==> src/hw/rtl/mfp_pkg.sv <==
// Package for the motion-capture frame packet parser.
// Holds the record type, record kinds and error codes; no dependencies.
`default_nettype none
package mfp_pkg;

    localparam logic [3:0] KIND_HEADER     = 4'd0;
    localparam logic [3:0] KIND_NAME_CHAR  = 4'd1;
    localparam logic [3:0] KIND_SET_START  = 4'd2;
    localparam logic [3:0] KIND_MARKER     = 4'd3;
    localparam logic [3:0] KIND_UNIDENT    = 4'd4;
    localparam logic [3:0] KIND_POSE       = 4'd5;
    localparam logic [3:0] KIND_ORIENT     = 4'd6;
    localparam logic [3:0] KIND_BODY_MARK  = 4'd7;
    localparam logic [3:0] KIND_BODY_STAT  = 4'd8;
    localparam logic [3:0] KIND_SKELETON   = 4'd9;
    localparam logic [3:0] KIND_LABELED    = 4'd10;
    localparam logic [3:0] KIND_TRAILER    = 4'd11;
    localparam logic [3:0] KIND_TIMESTAMP  = 4'd12;
    localparam logic [3:0] KIND_FRAME_FLAG = 4'd13;
    localparam logic [3:0] KIND_UNKNOWN    = 4'd14;
    localparam logic [3:0] KIND_ERROR      = 4'd15;

    localparam logic [31:0] ERR_MARKER_OVF = 32'd1;
    localparam logic [31:0] ERR_TRUNCATED  = 32'd2;
    localparam logic [31:0] ERR_TRAILING   = 32'd3;
    localparam logic [31:0] ERR_NAME_LONG  = 32'd4;

    localparam logic [15:0] FRAME_MSG_ID = 16'd7;

    localparam logic CFG_MAJOR = 1'b0;
    localparam logic CFG_MINOR = 1'b1;

    typedef struct packed {
        logic [3:0]  record_kind;
        logic [15:0] group_index;
        logic [15:0] item_index;
        logic [31:0] ident;
        logic [31:0] word_x;
        logic [31:0] word_y;
        logic [31:0] word_z;
        logic [31:0] word_w;
        logic [2:0]  flags;
        logic [15:0] consumed_bytes;
        logic        last;
    } record_t;

    function automatic record_t mk_rec(
        input logic [3:0]  kind,
        input logic [15:0] grp,
        input logic [15:0] item,
        input logic [31:0] ident,
        input logic [31:0] x,
        input logic [31:0] y,
        input logic [31:0] z,
        input logic [31:0] w,
        input logic [2:0]  fl
    );
        record_t r;
        r.record_kind    = kind;
        r.group_index    = grp;
        r.item_index     = item;
        r.ident          = ident;
        r.word_x         = x;
        r.word_y         = y;
        r.word_z         = z;
        r.word_w         = w;
        r.flags          = fl;
        r.consumed_bytes = 16'd0;
        r.last           = 1'b0;
        return r;
    endfunction

endpackage
`default_nettype wire

==> src/hw/rtl/mfp_out_fifo.sv <==
// Four-entry record queue taking up to two records per cycle, one out.
// Depends on mfp_pkg.
`default_nettype none
module mfp_out_fifo
    import mfp_pkg::*;
(
    input  wire logic    clk,
    input  wire logic    rst_n,
    input  wire logic [1:0] push_n,
    input  record_t      push_a,
    input  record_t      push_b,
    input  wire logic    pop,
    output logic         has_room,
    output logic         not_empty,
    output record_t      head
);
    record_t     ent [4];
    logic [1:0]  wr_ptr_reg, wr_ptr_next;
    logic [1:0]  rd_ptr_reg, rd_ptr_next;
    logic [2:0]  cnt_reg, cnt_next;
    logic        do_pop;

    assign not_empty = (cnt_reg != 3'd0);
    assign has_room  = (cnt_reg <= 3'd2);
    assign do_pop    = pop && not_empty;
    assign head      = ent[rd_ptr_reg];

    always_comb
    begin
        wr_ptr_next = wr_ptr_reg + push_n;
        rd_ptr_next = rd_ptr_reg + {1'b0, do_pop};
        cnt_next    = cnt_reg + {1'b0, push_n} - {2'b0, do_pop};
    end

    always_ff @(posedge clk)
    begin
        if (push_n != 2'd0)
        begin
            ent[wr_ptr_reg] <= push_a;
        end
        if (push_n == 2'd2)
        begin
            ent[wr_ptr_reg + 2'd1] <= push_b;
        end
    end

    always_ff @(posedge clk or negedge rst_n)
    begin
        if (!rst_n)
        begin
            wr_ptr_reg <= 2'd0;
            rd_ptr_reg <= 2'd0;
            cnt_reg    <= 3'd0;
        end
        else
        begin
            wr_ptr_reg <= wr_ptr_next;
            rd_ptr_reg <= rd_ptr_next;
            cnt_reg    <= cnt_next;
        end
    end
endmodule
`default_nettype wire

==> config.mk <==
export PLATFORM = sky130hd
export DESIGN_NAME = mfp_out_fifo
export DESIGN_NICKNAME = d
export VERILOG_FILES = /design/src/hw/rtl/mfp_pkg.sv /design/src/hw/rtl/mfp_out_fifo.sv
export SDC_FILE = /design/constraint.sdc
export NUM_CORES = 1
export LEC_CHECK = 0
export ABC_CLOCK_PERIOD_IN_PS = 31000
export CAP_MARGIN = 15
export CORE_MARGIN = 2
export CORE_UTILIZATION = 33
export DETAILED_ROUTE_END_ITERATION = 10
export DONT_BUFFER_PORTS = 1
export PLACE_DENSITY_LB_ADDON = 0.12
export SETUP_SLACK_MARGIN = 0.02
export SYNTH_ARGS = -nofsm -noshare
export SYNTH_HDL_FRONTEND = slang
export SYNTH_SLANG_ARGS = --single-unit
==> constraint.sdc <==
create_clock -name clk -period 31 [get_ports clk]
set_clock_uncertainty 0.05 [all_clocks]
set_input_delay 4.65 -clock clk [delete_from_list [all_inputs] [get_ports clk]]
set_output_delay 4.65 -clock clk [all_outputs]
set_load 0.005 [all_outputs]
==> results.toml <==
[status]
outcome = "finished clean"

[grt]
grt-ovfl-total = 0
grt_pass1_vias = 22640
antenna_found_initial = 3
grt_max_degree = 122
grt.total_usage_pct = 17.55
grt_pass1_wl_mm = 167.4

[routing]
drt-initial-drc-count = 1251
post_drt_wl_per_cell_um = 30.41
dr.pass1.iters = 5
vias = 20690
drc = 0
drt-total-wl_mm = 120.0
via_per_inst = 5.243
drtAntennaViolNets = 0

[finish]
instances_no_fill = 3946
nets = 2557
area_growth_pct = 10.95
largest_register_ffs = 864
fin_util_pct = 36.87
drive_gt1_share_pct = 48.00
stdcell_area_um2 = 47740
fill_cells = 11980

[die]
rows = 132
die_x_um = 365.1
boundaryPins = 655
die_area_um2 = 133300
coreArea_um2 = 129500
start_util_pct = 33.23
die_height_um = 365.1

[power]
peakVddDrop_mv = 0.07764
cellPowerDensity_nw_per_um2 = 91.18
power.total_mw = 4.353
power.static_leakage_nw = 15.59

[yosys]
ys_warn_count = 0
synth-seq-cells = 871
synth_edf_count = 864
async_reset_ff_share_pct = 0.8037
yosysTopAreaCellShare_pct = 60.30
avgSynthCellArea_um2 = 20.22
syn_area_um2 = 43030
syn-instance-count = 2128
synth.net_count = 2569
synth-main-ff-cell = "edfxtp_1"
synth_area_leaders = "edfxtp_1, mux4_2, mux2_2"
yosysTopAreaCell = "edfxtp_1"
synth_cell_types = 28
yosysSeqAreaShare_pct = 60.71

[job]
cap_violations = 0

[clock_tree]
cts_post_setup_buffers_inserted = 0
cts_buffer_depth = 3
numCtsBuffers = 102
cts_tree = "built"
clkTransAtPathRegs_ps = 60
root_buffer = "clkbuf_16"
cts_resized = 0
numClockSinks = 871
worstSkewPairLatency_ps = 700
ctsHoldBuffers = 0
htreeDepth = 3

[critical_path]
endpoint_kind = "primary output"
max_stage_delay_ps = 800
critPathKind = "flip-flop to primary output"
r2r_start = "wr_ptr_reg[1]"
critPathRequiredTime_ps = 26300
critPathSlowestCell = "buf_4"
cpMostUsedCell = "buf_4"
reg2reg_slack_ps = 26110
critPathArrivalTime_ps = 3810
critPathLaunchType = "flip-flop"
cp-startpoint = "rd_ptr_reg[0]"
worst_r2r_path_depth = 5
critical_path_peak_fanout = 44
cp_cell_sequence = "buf_4, buf_4, mux4_2"
rr_endpoint = "ent[2][136]"
crit_end = "head[47]"

[sta]
fin_crit_ps = 8513
setup_tns_ps = 0
tightest_slew_ps = 1147
rsz0062_at_grt = "false"
whs_ps = 522.9
drv_slew = 0
period_share_pct = 27.46
clock.fmax_mhz = 117.5
report.final.hold_viol_count = 0
fin_ws_ps = 22490
slew_headroom_pct = 23.38
setup_viol = 0

[place]
port_buffers = 0
dp_hpwl_mm = 70.14
post_dp_cell_area_um2 = 44550
routabilityCongestion = 0.7717
placed_cells = 3753
place_ws_ps = 22150

[hold_path]
hold_start = "cnt_reg[2]"
worstHoldPathType = "flip-flop to flip-flop"
[final cells by class]
cell class                 instances  area, um2  area share (%)
sequential                       871      26130           54.73
multi-input combinational       1107      15870           33.24
clock buffer                     118       2613           5.473
tap                             1742       2180           4.566
clock inverter                    72      544.3           1.140
timing repair buffer              30      382.9          0.8021
inverter                           4      15.01         0.03145
antenna                            2      5.005         0.01048
[how the worst min path moves through the flow]
stage / to / slack [ps] / cells past startpoint
after floorplan: cnt_reg[2] / 460 / 1
after global placement: cnt_reg[2] / 500 / 1
after detailed placement: cnt_reg[2] / 510 / 1
after CTS: cnt_reg[2] / 520 / 1
after global routing: cnt_reg[2] / 570 / 1
final: cnt_reg[2] / 520 / 1
[cell usage in the layout (no fill, tap or decap), types with 2 or more instances in the layout]
cell type and n:
clkbuf_16 102, mux2i_1 2, clkinv_8 3, inv_1 4
dfrtp_4 2, diode_2 2, dfrtp_1 5, edfxtp_1 864
nor2_4 2, clkinv_2 23, inv_6 4, clkbuf_1 16
mux2_4 260, mux2_2 399, ha_1 3, and4bb_4 2
buf_12 11, clkinv_4 2, clkinv_1 32, mux2_1 205
bufinv_16 6, mux4_2 216, buf_4 18, xnor2_1 6
[synthesized netlist by cell type, types with 3 or more instances]
library cell	count
edfxtp_1	864
mux2_2	399
mux2_4	260
mux4_2	216
mux2_1	205
buf_2	62
buf_6	36
buf_4	15
buf_1	12
buf_8	11
clkbuf_1	10
dfrtp_1	7
xnor2_1	6
inv_1	4
ha_1	3
[where the power goes]
group,internal (mW),switching (mW)
Combinational,0.557,0.787
Sequential,1.76,0.104
Clock,0.653,0.493
Total,2.97,1.38
[logic make-up after synthesis]
family                     after synthesis  share of synthesized area, %
muxes                                 1082                         36.23
DFF                                    871                         60.71
buffers and inverters                  150                         2.536
and+or+nand+nor                          8                        0.1599
AOI/OAI and AO/OA                        7                        0.1076
xor gates and xnor gates                 6                        0.1221
adders and majority gates                4                        0.1338
[critical path, delay by kind of cell (launching register included)]
family,cells,cell delay [ps]
buffers and inverters,2,1600
multiplexers,1,670
flip-flops,1,680
[metal layers]
layer | track usage [%] | vias to the layer above | part of all wire [%]
met2 | 28.70 | 719 | 49
met3 | 9.708 | 168 | 12
met1 | 19.52 | 10990 | 36
met5 | 0 | - | 0
met4 | 5.253 | 0 | 2.7
li1 | - | 8811 | -
Power figures use the tool's default switching activity.
